### config.mk
export PLATFORM = sky130hd
export DESIGN_NAME = ppdac_ctrl
export DESIGN_NICKNAME = d
export VERILOG_FILES = /design/src/rtl/ppdac_pkg.sv /design/src/rtl/ppdac_ctrl.sv
export SDC_FILE = /design/constraint.sdc
export NUM_CORES = 1
export LEC_CHECK = 0
export ABC_AREA = 0
export BUFFER_PORTS_ARGS = -buffer_cell sky130_fd_sc_hd__buf_4
export CORE_MARGIN = 2
export CORE_UTILIZATION = 40
export DETAILED_ROUTE_END_ITERATION = 6
export PLACE_DENSITY = 0.73
export SLEW_MARGIN = 15
export SYNTH_ARGS = -nofsm -noshare
export SYNTH_HDL_FRONTEND = slang
export SYNTH_SLANG_ARGS = --single-unit
### constraint.sdc
create_clock -name clk -period 4.15 [get_ports clk]
set_input_delay 1.0375 -clock clk [delete_from_list [all_inputs] [get_ports clk]]
set_output_delay 1.0375 -clock clk [all_outputs]
set_load 0.01 [all_outputs]
### src/rtl/ppdac_pkg.sv
`timescale 1ns / 1ps
// Shared types and codes for the ping-pong PWM/DAC audio output.
// No dependencies; imported by every module of the block.
package ppdac_pkg;

  typedef enum logic [1:0] {
    REQ_WRITE = 2'd0,
    REQ_COUNT = 2'd1,
    REQ_TICK  = 2'd2
  } req_e;

  typedef enum logic [2:0] {
    REG_DAC_OFFSET      = 3'd0,
    REG_DAC_GAIN        = 3'd1,
    REG_DAC_FRAC_BITS   = 3'd2,
    REG_PWM_PERIOD      = 3'd3,
    REG_DAC_TAKES_FIRST = 3'd4
  } reg_idx_e;

  localparam int SAMPLE_W = 16;
  localparam int SIDX_W   = 10;
  localparam int SCNT_W   = 11;
  localparam int DAC_W    = 10;

  typedef struct packed {
    logic signed [31:0] dac_offset;
    logic signed [16:0] dac_gain;
    logic [4:0]         dac_frac_bits;
    logic [15:0]        pwm_period;
    logic               dac_takes_first;
  } cfg_t;

  typedef struct packed {
    logic en;
    logic bsel;
    logic [SIDX_W-1:0]   index;
    logic [SAMPLE_W-1:0] data;
  } sample_wr_t;

  typedef struct packed {
    logic en;
    logic bsel;
  } sample_rd_t;

  typedef struct packed {
    logic underflow;
    logic playing_buffer;
    logic buffer_swapped;
    logic second_ok;
  } tick_meta_t;

  typedef struct packed {
    logic              underflow;
    logic [15:0]       pwm_first;
    logic [15:0]       pwm_second;
    logic [DAC_W-1:0]  dac_code;
    logic              playing_buffer;
    logic              buffer_swapped;
  } result_t;

endpackage

### src/rtl/ppdac_ctrl.sv
`timescale 1ns / 1ps
// Request decode and playback state: buffer counts, playing buffer, read index.
// Depends on ppdac_pkg.
module ppdac_ctrl #(
  parameter int BUFFER_DEPTH = 1024,
  parameter int IW = 11
) (
  input  logic                          clk,
  input  logic                          rst_n,
  input  logic                          in_fire,
  input  ppdac_pkg::req_e               req,
  input  logic                          buffer_sel,
  input  logic [ppdac_pkg::SIDX_W-1:0]  sample_index,
  input  logic [ppdac_pkg::SAMPLE_W-1:0] sample_value,
  input  logic [ppdac_pkg::SCNT_W-1:0]  sample_count,
  output ppdac_pkg::sample_wr_t         wr,
  output ppdac_pkg::sample_rd_t         rd,
  output logic [IW-1:0]                 rd_index,
  output logic                          tick_load,
  output ppdac_pkg::tick_meta_t         meta
);
  import ppdac_pkg::*;

  logic [IW-1:0] counts_r   [2];
  logic [IW-1:0] counts_nxt [2];
  logic          cur_r, cur_nxt;
  logic [IW-1:0] idx_r, idx_nxt;

  logic [IW-1:0] cur_cnt;
  logic [IW-1:0] idx_adv;
  logic [IW-1:0] cnt_sat;
  logic          empty;
  logic          finish;
  logic          tick_go;

  assign cur_cnt = counts_r[cur_r];
  assign idx_adv = idx_r + IW'(2);
  assign empty   = (cur_cnt == '0);
  assign finish  = (cur_cnt <= idx_adv);
  assign tick_go = in_fire && (req == REQ_TICK);
  assign cnt_sat = (32'(sample_count) > 32'(BUFFER_DEPTH)) ? IW'(BUFFER_DEPTH)
                                                          : IW'(sample_count);

  always_comb begin
    counts_nxt[0] = counts_r[0];
    counts_nxt[1] = counts_r[1];
    cur_nxt       = cur_r;
    idx_nxt       = idx_r;
    if (in_fire) begin
      unique case (req)
        REQ_WRITE: begin
        end
        REQ_COUNT: begin
          counts_nxt[buffer_sel] = cnt_sat;
        end
        REQ_TICK: begin
          if (!empty) begin
            idx_nxt = idx_adv;
            if (finish) begin
              counts_nxt[cur_r] = '0;
              cur_nxt           = ~cur_r;
              idx_nxt           = '0;
            end
          end
        end
        default: begin
        end
      endcase
    end
  end

  always_ff @(posedge clk) begin
    if (!rst_n) begin
      counts_r[0] <= '0;
      counts_r[1] <= '0;
      cur_r       <= 1'b0;
      idx_r       <= '0;
    end else begin
      counts_r[0] <= counts_nxt[0];
      counts_r[1] <= counts_nxt[1];
      cur_r       <= cur_nxt;
      idx_r       <= idx_nxt;
    end
  end

  always_comb begin
    wr.en    = in_fire && (req == REQ_WRITE) && (32'(sample_index) < 32'(BUFFER_DEPTH));
    wr.bsel  = buffer_sel;
    wr.index = sample_index;
    wr.data  = sample_value;
    rd.en    = tick_go && !empty;
    rd.bsel  = cur_r;
    rd_index = idx_r;
    tick_load = tick_go;
    meta.underflow      = empty;
    meta.buffer_swapped = !empty && finish;
    meta.playing_buffer = (!empty && finish) ? ~cur_r : cur_r;
    meta.second_ok      = (32'(idx_r) + 32'd1) < 32'(BUFFER_DEPTH);
  end

endmodule

* Word level (Yosys, flattened, before mapping)
Memory sizes are Yosys's and may differ from the RTL's. A register that Yosys moved wholly into a read port is not among the register bits. Cells that the tools add are included.
Storage, ports and cells: ROM bits 0, bits in registers 12, bits in latches 0, memories 1, output and inout port bits 46, logic and storage cells 51, memory bits (writable) 22, input port bits 43
Operators by class: equal/unequal tests 2, div/mod/pow operators 0, reductions and logical operators 11, add/sub/neg operators 2, $mul 0, bitwise operators 8, $lt $le $gt $ge 7, shift-type cells 0, mux-type cells 18
Memory list:
- counts_r | words 2, bits a word 11, rd ports 3, clocked after Yosys merged registers in 1, wr ports 2, RTL line ppdac_ctrl.sv:24 | logic [IW-1:0] counts_r [2];
Operators by type and width (count):
- $mux 11 | 6
- $mux 22 | 3
- $pmux 22 s2 | 1
- $and 22x22->22 | 1
- $bwmux 22 | 1
- $demux 11 s1 | 2
- $not 22->22 | 1
- $add 11x1->12 const B | 1
- $lt 12x11->1 const B | 1
- $add 11x2->11 const B | 1
- $gt 11x11->1 const B | 1
- $le 11x11->1 | 1
- $logic_not 11->1 | 1
- $logic_and 1x1->1 | 6
- $mux 1 | 5
- $ge 2x2->1 const B | 2
- $lt 2x1->1 const B | 2
- $not 1->2 | 2
- $reduce_and 4->1 | 1
- $reduce_and 3->1 | 1
- $eq 2x1->1 const B | 1
- $eq 2x2->1 const B | 1
- $logic_not 2->1 | 1
- $not 1->1 | 2
- 2 further kinds | 3

* Longest topological paths before layout
depth after elaboration 12, mapped depth 12, depth with buffers taken out 11

* Least setup slack after synthesis
Ideal clock, no wire load.
path type register -> output, start reg idx_r[1] (netlist: rd_index[1]), end out meta[2] (netlist bit), stages on the path, launching flop included 11, data required time 3113 ps, setup slack 497 ps, data arrival time 2616 ps, path buffers 0, cell sequence dfxtp_1 > ha_1 > nand3_1 > nor3_1 > xnor2_1 > ha_1 > and4_1 > nand4_1 > or2_1 > a21oi_2 > xor2_1
RTL lines:
- start: declaration | RTL line ppdac_ctrl.sv:27 | logic [IW-1:0] idx_r, idx_nxt;
- start signal: assignment | RTL line ppdac_ctrl.sv:82 | idx_r <= idx_nxt;
- end: declaration | RTL line ppdac_ctrl.sv:20 | output ppdac_pkg::tick_meta_t meta

==> flow_summary.ini <==
[clock_tree]
ctsHoldBuffers = 0
clock_sinks = 34
htreeDepth = 2
cts.clk_slew.worst_paths_ns = 0.07
post_cts_buffers = 0
clkLatencyLatePin_ns = 0.30
cts-root-buf = clkbuf_8
post_cts_resized = 1
clockBufferDepth = 2
cts-buffers-inserted = 5
cts_tree = done

[flow_run]
drv_cap = 0

[sta]
setup_slack_ns = 0.211
slew_headroom_pct = 39.8
fin_worst_skew_ns = 0.00859
rsz0062_at_grt = false
fmax_ghz = 0.254
tightest_slew_ns = 0.898
setup_violations = 0
fin_setup_tns_ns = 0
slew_violations = 0
layout_min_cycle_time_ns = 3.94
period_share_pct = 94.9
final_hold_viol_count = 0

[synthesis]
synth_area_sq_mm = 0.00253
syn_area_per_cell_sq_um = 8.12
syn_inst = 312
yosysSeqAreaShare_pct = 26.9
ys_types = 53
ys_ff_latch = 34
synth_nets = 365
synth_warnings = 0
async_flop_share_pct = 0
synth_top_flop_cell = dfxtp_1
synth_edf_count = 0

[setup_path]
reg2reg_slack_ns = 1.18
worst-path-buf-inv = 1
worst-setup-path-type = reg2out
critPathRequiredTime_ns = 3.11
critPathCaptureType = output pin
crit_path_start_kind = flop
cp.arrival_ns = 2.90
slowest_delay_ns = 0.39
critPathSlowestCell = dfxtp_4
r2r-start = rd_index[1]
path_cells = ha_2 -> nand3_2 -> nor3_2 -> xnor2_1 -> ha_1 -> and4_1 -> nand4_1 -> or2_1 -> a21oi_2 -> xor2_1 -> buf_4
cp_max_fo = 6
critical-path-top-delay-family = simple AND/OR/NAND/NOR gates
rr_worst_depth = 11

[place]
dp_slack_ns = 0.299
portBuffers = 35
place_hpwl_um = 4520
gpl.final_weighted_congestion = 0.885

[layout]
seq_area_sq_um = 687
layout_commonest_cell = buf_4
layout_common_cells = buf_4 (40), nand2_1 (31), dfxtp_1 (31)
layout.nets = 369
diodes = 0
fill_cells = 607
multi_input_comb_area_sq_mm = 0.00152
drive_above_1_share_pct = 25.9
area_growth_pct = 10.3

[worst_hold_path]
holdPathEnd = rd_index[2]
hold_path.class = reg2reg
worstHoldPathCells = 2
hold_start = rd_index[2]

[power]
power_frac_seq_pct = 39.6
comb_power_share_pct = 16.6
power.share.clock_pct = 43.8
powerDensity_mw_per_mm2 = 306
total_power_mw = 0.856
ir_drop_uv = 124
p_sw_share_pct = 26.1
p_leak_nw = 1.06
switchingPower_mw = 0.223
p_int_mw = 0.633

[die]
die_w_um = 83.6
die_area_sq_mm = 0.00698
rows = 28
initial_core_util_pct = 42.0
die_y_um = 83.6
core_region_area_sq_mm = 0.00603
ios = 89

[grt]
gr-total-overflow = 0
grt_first_pass_wirelength_um = 10500
grt_usage_pct = 18.3
grt_max_degree = 32
first_global_vias = 2137
antenna_found_initial = 0

[routing]
vias_per_cell = 5.75
first_pass_iters = 4
drt_iter0_drc = 196
routed_wl_um = 6250
ant_nets = 0
drc_errors = 0
vias = 2253
routedWlPerCell_um = 15.9

[outcome]
status = finished, final reports clean
[routing by layer]
metal,global-route usage [%],wire [um],vias up
li1,-,-,1106
met1,23.4,2790,1050
met2,29.3,2970,80
met3,4.85,372,17
met4,7.04,126,0
met5,0,0,-
[registers in the layout, indices dropped and copies added (netlist names), named ones only]
register,cells
counts_r,22
rd_index,10
cur_r,1
[worst max path at each step]
stage           startpoint      end  cells after the start
6_report       rd_index[1]  meta[2]                     11
5_1_grt        rd_index[1]  meta[2]                     11
4_1_cts        rd_index[2]  meta[2]                     11
3_5_place_dp   rd_index[1]  meta[2]                     11
3_3_place_gp   rd_index[1]  meta[2]                     11
2_1_floorplan  rd_index[1]  meta[2]                     10
[Yosys cell counts, types with 6 or more instances]
library cell  number  area share [%]
dfxtp_1           34              27
nand2_1           31             4.6
buf_4             30             8.9
o21ai_0           22             4.3
a31oi_1           20             4.9
and2_1            19             4.7
inv_1             13             1.9
nor2_1            13             1.9
ha_1              10             4.9
mux2_2             9             4.0
a21oi_1            8             1.6
clkbuf_1           7             1.0
nand3_1            7             1.4
nor3_1             7             1.4
nor4_1             7             1.7
xnor2_1            7             2.4
nand2b_1           6             1.5
[tightest hold or removal path, stage by stage (launching register included)]
cell and delay (ns):
dfxtp_2 0.35, nand2_1 0.06, a21oi_1 0.05
[area by class of cell]
cell class / instances / share of cell area, %
multi-input cells: 221 / 54.5
clock inverters: 3 / 2.46
flip-flops and latches: 34 / 24.6
inverters: 14 / 1.88
repair buffers: 40 / 10.7
clock buffers: 5 / 2.46
well taps: 75 / 3.36
[power by group through the flow]
stage	Sequential [mW]	Combinational, mW	Clock [mW]
global placement	0.347	0.138	0
CTS	0.340	0.141	0.378
finish	0.339	0.142	0.375
detailed placement	0.347	0.140	0
global route	0.340	0.156	0.396
floorplan	0.343	0.122	0
[logic make-up (layout without fill, tap and decap cells)]
logic type               after synthesis  count (layout)  share of synthesized area, %
AO/OA/AOI/OAI                         81              81                          22.0
buffers and inverters                 57              62                          13.7
AND/OR/NAND/NOR                      107             107                          22.9
other                                  1               1                         0.148
multiplexers                          13              13                          5.73
XOR/XNOR                               9               9                          3.66
adder cells (fa/ha/maj)               10              10                          4.94
flip-flops                            34              34                          26.9
[per-stage QoR]
stage / hold WS [ns] / cell area (sq um) / util (%) / instances
after floorplan: 0.523 / 2530 / - / 312
after global placement: 0.510 / 2630 / 43.7 / 384
after detailed placement: 0.527 / 2630 / 43.7 / 384
after CTS: 0.527 / 2770 / 46.0 / 392
after global routing: 0.530 / 2790 / 46.4 / 392
final: 0.496 / 2790 / 46.4 / 392
Note: power is estimated with default switching activity, not from simulation.
