$ cat config.mk
export PLATFORM = sky130hd
export DESIGN_NAME = ppdac_math
export DESIGN_NICKNAME = d
export VERILOG_FILES = /design/src/rtl/ppdac_pkg.sv /design/src/rtl/ppdac_math.sv
export SDC_FILE = /design/constraint.sdc
export NUM_CORES = 2
export LEC_CHECK = 0
export ABC_AREA = 1
export CAP_MARGIN = 10
export CORE_ASPECT_RATIO = 1.25
export CORE_MARGIN = 2
export CORE_UTILIZATION = 68
export CTS_BUF_LIST = sky130_fd_sc_hd__clkbuf_16
export CTS_CLUSTER_DIAMETER = 100
export DETAILED_ROUTE_END_ITERATION = 16
export DONT_BUFFER_PORTS = 1
export PLACE_DENSITY = 0.84
export SLEW_MARGIN = 20
export SYNTH_ARGS = -nofsm -noshare
export SYNTH_HDL_FRONTEND = slang
export SYNTH_SLANG_ARGS = --single-unit
$ cat constraint.sdc
create_clock -name clk -period 8.9 [get_ports clk]
set_input_delay 1.335 -clock clk [delete_from_list [all_inputs] [get_ports clk]]
set_output_delay 1.335 -clock clk [all_outputs]
set_load 0.05 [all_outputs]
$ cat src/rtl/ppdac_pkg.sv
`timescale 1ns / 1ps
// Shared types and codes for the ping-pong PWM/DAC audio output.
// No dependencies; imported by every module of the block.
package ppdac_pkg;

  typedef enum logic [1:0] {
    REQ_WRITE = 2'd0,
    REQ_COUNT = 2'd1,
    REQ_TICK  = 2'd2
  } req_e;

  typedef enum logic [2:0] {
    REG_DAC_OFFSET      = 3'd0,
    REG_DAC_GAIN        = 3'd1,
    REG_DAC_FRAC_BITS   = 3'd2,
    REG_PWM_PERIOD      = 3'd3,
    REG_DAC_TAKES_FIRST = 3'd4
  } reg_idx_e;

  localparam int SAMPLE_W = 16;
  localparam int SIDX_W   = 10;
  localparam int SCNT_W   = 11;
  localparam int DAC_W    = 10;

  typedef struct packed {
    logic signed [31:0] dac_offset;
    logic signed [16:0] dac_gain;
    logic [4:0]         dac_frac_bits;
    logic [15:0]        pwm_period;
    logic               dac_takes_first;
  } cfg_t;

  typedef struct packed {
    logic en;
    logic bsel;
    logic [SIDX_W-1:0]   index;
    logic [SAMPLE_W-1:0] data;
  } sample_wr_t;

  typedef struct packed {
    logic en;
    logic bsel;
  } sample_rd_t;

  typedef struct packed {
    logic underflow;
    logic playing_buffer;
    logic buffer_swapped;
    logic second_ok;
  } tick_meta_t;

  typedef struct packed {
    logic              underflow;
    logic [15:0]       pwm_first;
    logic [15:0]       pwm_second;
    logic [DAC_W-1:0]  dac_code;
    logic              playing_buffer;
    logic              buffer_swapped;
  } result_t;

endpackage

$ cat src/rtl/ppdac_math.sv
`timescale 1ns / 1ps
// Result pipeline: sample pair capture, PWM and DAC products, DAC scale and clamp.
// Depends on ppdac_pkg; sample data comes from the ppdac_store read registers.
module ppdac_math (
  input  logic                           clk,
  input  logic                           rst_n,
  input  ppdac_pkg::cfg_t                cfg,
  input  logic                           tick_load,
  input  ppdac_pkg::tick_meta_t          meta,
  input  logic [ppdac_pkg::SAMPLE_W-1:0] first_q,
  input  logic [ppdac_pkg::SAMPLE_W-1:0] second_q,
  output logic                           in_ready,
  output logic                           out_valid,
  input  logic                           out_ready,
  output ppdac_pkg::result_t             result
);
  import ppdac_pkg::*;

  logic       s1_v_r;
  tick_meta_t s1_meta_r;
  logic       s2_v_r;
  tick_meta_t s2_meta_r;
  logic [15:0]        s2_pwm_first_r;
  logic [15:0]        s2_pwm_second_r;
  logic signed [32:0] s2_dac_prod_r;
  logic       out_v_r;
  result_t    out_r;

  logic out_free, s2_free, s1_free;

  logic [SAMPLE_W-1:0] second_s;
  logic [SAMPLE_W-1:0] dac_s;
  logic [31:0]         pwm_first_p;
  logic [31:0]         pwm_second_p;
  logic signed [32:0]  gain_ext;
  logic signed [32:0]  dac_s_ext;
  logic signed [32:0]  dac_prod;
  logic signed [33:0]  dac_sum;
  logic signed [33:0]  dac_shift;
  logic [DAC_W-1:0]    dac_clamp;

  assign out_free = !out_v_r || out_ready;
  assign s2_free  = !s2_v_r || out_free;
  assign s1_free  = !s1_v_r || s2_free;
  assign in_ready = s1_free;

  assign second_s     = s1_meta_r.second_ok ? second_q : '0;
  assign dac_s        = cfg.dac_takes_first ? first_q : second_s;
  assign pwm_first_p  = {~first_q[15], first_q[14:0]} * cfg.pwm_period;
  assign pwm_second_p = {~second_s[15], second_s[14:0]} * cfg.pwm_period;
  assign gain_ext     = {{16{cfg.dac_gain[16]}}, cfg.dac_gain};
  assign dac_s_ext    = {{17{dac_s[15]}}, dac_s};
  assign dac_prod     = gain_ext * dac_s_ext;

  assign dac_sum   = {{2{cfg.dac_offset[31]}}, cfg.dac_offset}
                   + {s2_dac_prod_r[32], s2_dac_prod_r};
  assign dac_shift = dac_sum >>> cfg.dac_frac_bits;

  always_comb begin
    if (dac_shift[33]) begin
      dac_clamp = '0;
    end else if (|dac_shift[32:DAC_W]) begin
      dac_clamp = '1;
    end else begin
      dac_clamp = dac_shift[DAC_W-1:0];
    end
  end

  always_ff @(posedge clk) begin
    if (!rst_n) begin
      s1_v_r  <= 1'b0;
      s2_v_r  <= 1'b0;
      out_v_r <= 1'b0;
    end else begin
      if (s1_free) begin
        s1_v_r <= tick_load;
      end
      if (s2_free) begin
        s2_v_r <= s1_v_r;
      end
      if (out_free) begin
        out_v_r <= s2_v_r;
      end
    end
  end

  always_ff @(posedge clk) begin
    if (s1_free && tick_load) begin
      s1_meta_r <= meta;
    end
    if (s2_free && s1_v_r) begin
      s2_meta_r       <= s1_meta_r;
      s2_pwm_first_r  <= pwm_first_p[31:16];
      s2_pwm_second_r <= pwm_second_p[31:16];
      s2_dac_prod_r   <= dac_prod;
    end
    if (out_free && s2_v_r) begin
      out_r.underflow      <= s2_meta_r.underflow;
      out_r.playing_buffer <= s2_meta_r.playing_buffer;
      out_r.buffer_swapped <= s2_meta_r.buffer_swapped;
      if (s2_meta_r.underflow) begin
        out_r.pwm_first  <= '0;
        out_r.pwm_second <= '0;
        out_r.dac_code   <= '0;
      end else begin
        out_r.pwm_first  <= s2_pwm_first_r;
        out_r.pwm_second <= s2_pwm_second_r;
        out_r.dac_code   <= dac_clamp;
      end
    end
  end

  assign out_valid = out_v_r;
  assign result    = out_r;

endmodule

Yosys cells after proc, flatten, opt, wreduce, memory -nomap -nowiden
Cells that the tools add are included.
Word-level totals
  output and inout port bits: 47
  memory bits (writable): 0
  bits of input ports: 111
  register bits: 120
  memories kept: 0
  ROM bits: 0
  word-level logic and storage cells: 40
  latch bits: 0
Operators by class
  shift operators: 1
  muxes and demuxes: 3
  order comparisons: 0
  divide/modulo/power cells: 0
  equal/unequal tests: 0
  bitwise logic cells: 2
  reduce and logical (&&, ||, !) cells: 11
  $add $sub $neg: 1
  $mul: 3
Operators by type and width (count)
  multiplier 16 x 16 -> 32 bit: 2
  adder 32 x 33 -> 34 bit: 1
  >>> shifter 34 x 5 -> 34 bit: 1
  multiplier 17 x 16 -> 33 bit: 1
  two-way mux 16 bit: 2
  OR reduction 23 bit: 1
  two-way mux 10 bit: 1
  logical AND 1 bit: 3
  zero test 1 bit: 3
  logical OR 1 bit: 3
  NOT 1 bit: 2
  OR reduction 2 bit: 1

Longest topological paths before layout
  depth in word-level cells: 5
  depth in mapped cells: 35
  mapped depth without buffers: 33

Least setup slack after synthesis
Ideal clock, no wire load.
  path type: input port to flip-flop
  from: in cfg[0] (netlist name)
  to: reg s2_dac_prod_r[28], data pin
  setup time: 0.259 ns
  data required time: 8.641 ns
  data arrival time: 7.160 ns
  cell stages on the path: 23
  path buffers: 2
  slack: 1.481 ns
  cell sequence: inv_1 > clkbuf_1 > buf_1 > nand2_1 > o21ai_1 > clkinv_1 > nand2_1 > fa_1 > fa_1 > fa_1 > fa_1 > inv_1 > fa_1 > fa_1 > ha_1 > nand2_1 > o21ai_1 > a21boi_2 > o21ai_1 > a21oi_1 > o21ai_0 > a21oi_1 > xnor2_1
On the way
  longest elaborated chain between the ends: 2
Ends and longest elaborated chain
  start: declaration: line ppdac_math.sv:7  | input ppdac_pkg::cfg_t cfg,
  two-way mux 16 bit: line ppdac_math.sv:48  | assign dac_s = cfg.dac_takes_first ? first_q : second_s;
  multiplier 17 x 16 -> 33 bit: line ppdac_math.sv:53  | assign dac_prod = gain_ext * dac_s_ext;
  named net dac_prod[28]: line ppdac_math.sv:37  | logic signed [32:0] dac_prod;
  end signal: assignment: line ppdac_math.sv:95  | s2_dac_prod_r <= dac_prod;
  end: declaration: line ppdac_math.sv:25  | logic signed [32:0] s2_dac_prod_r;
The timed path passes the listed nets, and every way through them passes these cells.
A chain may end at the register's enable or synchronous reset.

Worst setup path in the final report
  from: reg s1_meta_r[0] (netlist name)
  to: reg s2_dac_prod_r[30], data pin
On the way
  longest elaborated chain between the ends: 3
Ends and longest elaborated chain
  start: declaration: line ppdac_math.sv:20  | tick_meta_t s1_meta_r;
  start signal: assignment: line ppdac_math.sv:89  | s1_meta_r <= meta;
  two-way mux 16 bit: line ppdac_math.sv:47  | assign second_s = s1_meta_r.second_ok ? second_q : '0;
  two-way mux 16 bit: line ppdac_math.sv:48
  multiplier 17 x 16 -> 33 bit: line ppdac_math.sv:53
  named net dac_prod[30]: line ppdac_math.sv:37
The timed path passes the listed nets, and every way through them passes these cells.

==> impl_metrics.py <==
metrics = {
    "synth": {
        "mappedNetlistNets": 5561,
        "post_synthesis_share_of_cell_area_spent_on_full_adders_half_adders_and_majority_gates_pct": 49.5,
        "synth_enable_flop_cells": 117,
        "postSynth.asyncResetShare_pct": 0,
        "synth_largest_type_area_fraction_pct": 38.1,
        "netlist_top_cells_area": "sky130_fd_sc_hd__fa_1 38%, sky130_fd_sc_hd__inv_1 12%, sky130_fd_sc_hd__ha_1 11%, sky130_fd_sc_hd__nand2_1 11%, sky130_fd_sc_hd__edfxtp_1 10%",
        "synthDistinctLibCells": 47,
        "mappedNetlistArea_mm2": 0.0349,
        "synthSimpleGateAreaFrac_pct": 19.0,
        "synth_top_family_by_area": "adder cells",
        "synthesis.instances": 4468,
        "yosys-mux-area-fraction_pct": 0.0574,
        "synthesis_stage_register_bit_count": 120,
        "sequential_element_share_of_the_synthesized_area_pct": 10.3,
        "avgSynthCellArea_um2": 7.80,
        "yosys_warnings": 0,
        "yosys.cell_count.top_type": "sky130_fd_sc_hd__inv_1",
        "synth.largest_area_cell": "sky130_fd_sc_hd__fa_1",
        "postSynth.topFlopCell": "sky130_fd_sc_hd__edfxtp_1",
        "synth_xor_area_share_pct": 2.24,
        "synth_commonest_cells": "1148 x sky130_fd_sc_hd__inv_1, 1054 x sky130_fd_sc_hd__nand2_1, 663 x sky130_fd_sc_hd__fa_1",
        "synth_compound_area_share_pct": 4.70,
    },
    "timing": {
        "tightestPinTransition_ps": 1020,
        "clock.fmax_mhz": 130,
        "finalWorstSetupSlack_ps": 1220,
        "final_period_demand_of_the_worst_path_ps": 7680,
        "finalClockSkew_ps": 19.3,
        "layout_worst_path_cycle_share_pct": 86.3,
        "grt_setup_unrepaired": "no",
        "finalMaxSlewViolations": 0,
        "max_slew_margin_pct": 32.0,
        "final_hold_viols": 0,
        "finalSetupViolCount": 0,
        "totalNegativeSetupSlack_ps": 0,
    },
    "global_routing": {
        "grt_max_degree": 69,
        "grt.overflow.total": 0,
        "antenna_violations_before_repair": 4,
        "grt_pass1_vias": 29820,
        "grt_first_pass_wirelength_mm": 153,
        "grt_util_all_layers_pct": 37.4,
    },
    "clock_network": {
        "tritoncts": "built",
        "cts_made_buffers": 17,
        "clkSinkCount": 120,
        "clock_latency_ps": 460,
        "path_clk_slew_ps": 60,
        "htree_num_levels": 4,
        "cts_resized": 0,
        "clockBufferDepth": 2,
        "clockRootBuffer": "sky130_fd_sc_hd__clkbuf_16",
        "cts.repair_timing.setup_buffer_count": 0,
        "holdBufCountCts": 0,
    },
    "setup_path": {
        "setup.worst_path.class": "reg2reg",
        "crit_fanout": 17,
        "critPathArrivalTime_ps": 7860,
        "start_kind": "register",
        "timing.critical_path.to_type": "register",
        "critPathRequiredTime_ps": 9080,
    },
    "min_path": {
        "hold_class": "reg2reg",
    },
    "detailed_routing": {
        "vias": 28560,
        "detail_route.wirelength_mm": 94.6,
        "length_of_the_first_detailed_routing_pass_in_iterations": 8,
        "detail-route-antenna-nets": 0,
        "post-route-drc-count": 0,
        "detail_route.wl_per_cell_um": 18.8,
        "drtIter0Drc": 2559,
        "vias_per_cell": 5.68,
    },
    "die": {
        "die-area_mm2": 0.0531,
        "top_level_ports": 158,
        "fp.coreArea_mm2": 0.0505,
        "die_height_um": 257,
        "fp-row-count": 92,
        "floorplan.initialDensity_pct": 69.0,
        "dieWidth_um": 207,
    },
    "layout": {
        "final_net_count": 5447,
        "drive_gt1_share_pct": 2.06,
        "area_delta_synth_final_pct": 2.90,
        "fillCellCount": 3969,
        "post-route-util_pct": 71.0,
    },
    "place": {
        "placement.io_buffers": 0,
        "detailedPlace.worstSlack_ps": 1010,
        "routabilityCongestion": 1.01,
        "dpl.hpwl_mm": 76.4,
    },
    "outcome": {
        "result_of_the_run": "completed",
    },
    "run": {
        "total_of_max_cap_violations": 0,
    },
}
registers in the layout, summed over array words and instances, names as in the netlist:
| register | count |
|---|---|
| out_valid | 1 |
| result | 45 |
| s1_meta_r | 4 |
| s1_v_r | 1 |
| s2_dac_prod_r | 33 |
| s2_meta_r | 3 |
| s2_pwm_first_r | 16 |
| s2_pwm_second_r | 16 |
| s2_v_r | 1 |
worst max-delay path, cell delays in order (launching register included):
cell and delay, ps:
sky130_fd_sc_hd__edfxtp_1 840, sky130_fd_sc_hd__nand2_1 710, sky130_fd_sc_hd__nand2_1 200, sky130_fd_sc_hd__o21ai_1 80, sky130_fd_sc_hd__buf_4 240, sky130_fd_sc_hd__nor2_1 260, sky130_fd_sc_hd__inv_1 110, sky130_fd_sc_hd__fa_1 580
sky130_fd_sc_hd__inv_1 70, sky130_fd_sc_hd__fa_1 730, sky130_fd_sc_hd__inv_1 160, sky130_fd_sc_hd__fa_1 460, sky130_fd_sc_hd__fa_1 560, sky130_fd_sc_hd__inv_1 60, sky130_fd_sc_hd__fa_1 520, sky130_fd_sc_hd__inv_1 50
sky130_fd_sc_hd__fa_1 470, sky130_fd_sc_hd__inv_1 40, sky130_fd_sc_hd__ha_1 330, sky130_fd_sc_hd__nand2_1 150, sky130_fd_sc_hd__inv_1 50, sky130_fd_sc_hd__a21oi_1 190, sky130_fd_sc_hd__o221ai_1 130, sky130_fd_sc_hd__a21oi_1 130
sky130_fd_sc_hd__o21ai_0 120, sky130_fd_sc_hd__xor2_1 160
cell type report:
| class | count | area, µm² | share of cell area, % |
|---|---|---|---|
| antenna | 4 | 10.0 | 0.0279 |
| clock buffer | 17 | 425 | 1.19 |
| clock inverter | 14 | 175 | 0.488 |
| inverter | 1163 | 4370 | 12.2 |
| multi-input combinational | 3030 | 26300 | 73.4 |
| sequential | 120 | 3570 | 9.96 |
| tap | 658 | 823 | 2.30 |
| timing repair buffer | 22 | 165 | 0.460 |
path summary, 6_finish.rpt:
kind,start,endpoint,slack (ps),depth (start not counted)
setup / recovery,s1_meta_r[0]$_DFFE_PP_,s2_dac_prod_r[30]$_DFFE_PP_,1220,25
hold / removal,s1_meta_r[2]$_DFFE_PP_,s2_meta_r[2]$_DFFE_PP_,420,0
setup reg to reg,s1_meta_r[0]$_DFFE_PP_,s2_dac_prod_r[30]$_DFFE_PP_,1220,25
hold reg to reg,s1_meta_r[2]$_DFFE_PP_,s2_meta_r[2]$_DFFE_PP_,420,0
cells by family (layout without fill, tap and decap cells):
group,after synthesis,count (layout)
simple gates,1664,1664
buf+inv,1318,1216
fa+ha+maj,982,982
compound gates,293,293
flops,120,120
xor+xnor,89,89
mux,2,2
other cells,0,4
metrics by stage:
step	hold WS (ps)	instances	instance area [µm²]
floorplan	400	4468	34900
global placement	402	4993	35300
detailed placement	417	4993	35300
CTS	427	5024	35900
global route	436	5028	35900
finish	423	5028	35900
per-layer routing:
metal  wire length (µm)  up-vias  GRT usage, %
met1              34700    13731          47.1
li1                   -    12919             -
met2              44700     1551          61.4
met3              10200      359          7.76
met4               5090        0          17.8
met5                  0        -             0
cells in the final DEF, fill, tap and decap left out, types with 4 or more instances in the layout:
cell and instances:
sky130_fd_sc_hd__fa_1 663, sky130_fd_sc_hd__o211ai_1 9, sky130_fd_sc_hd__nand3_2 7, sky130_fd_sc_hd__nand2_2 16
sky130_fd_sc_hd__inv_1 1147, sky130_fd_sc_hd__clkbuf_16 17, sky130_fd_sc_hd__nand3_1 155, sky130_fd_sc_hd__nor4_1 5
sky130_fd_sc_hd__nor2_1 393, sky130_fd_sc_hd__nand4_1 6, sky130_fd_sc_hd__ha_1 319, sky130_fd_sc_hd__o21ai_0 82
sky130_fd_sc_hd__nand2_1 1054, sky130_fd_sc_hd__diode_2 4, sky130_fd_sc_hd__o21ai_1 16, sky130_fd_sc_hd__a21oi_1 128
sky130_fd_sc_hd__a21o_1 8, sky130_fd_sc_hd__clkinv_1 15, sky130_fd_sc_hd__nor3_1 13, sky130_fd_sc_hd__nand3b_1 4
sky130_fd_sc_hd__edfxtp_1 117, sky130_fd_sc_hd__clkinv_4 5, sky130_fd_sc_hd__xnor2_1 35, sky130_fd_sc_hd__xor2_1 54
sky130_fd_sc_hd__buf_4 22, sky130_fd_sc_hd__o21bai_1 8, sky130_fd_sc_hd__o21a_1 10, sky130_fd_sc_hd__a31oi_1 13
Power is left out: the tool's default activity adds up to more than one toggle a clock period on the data nets, which glitch-free logic cannot reach.
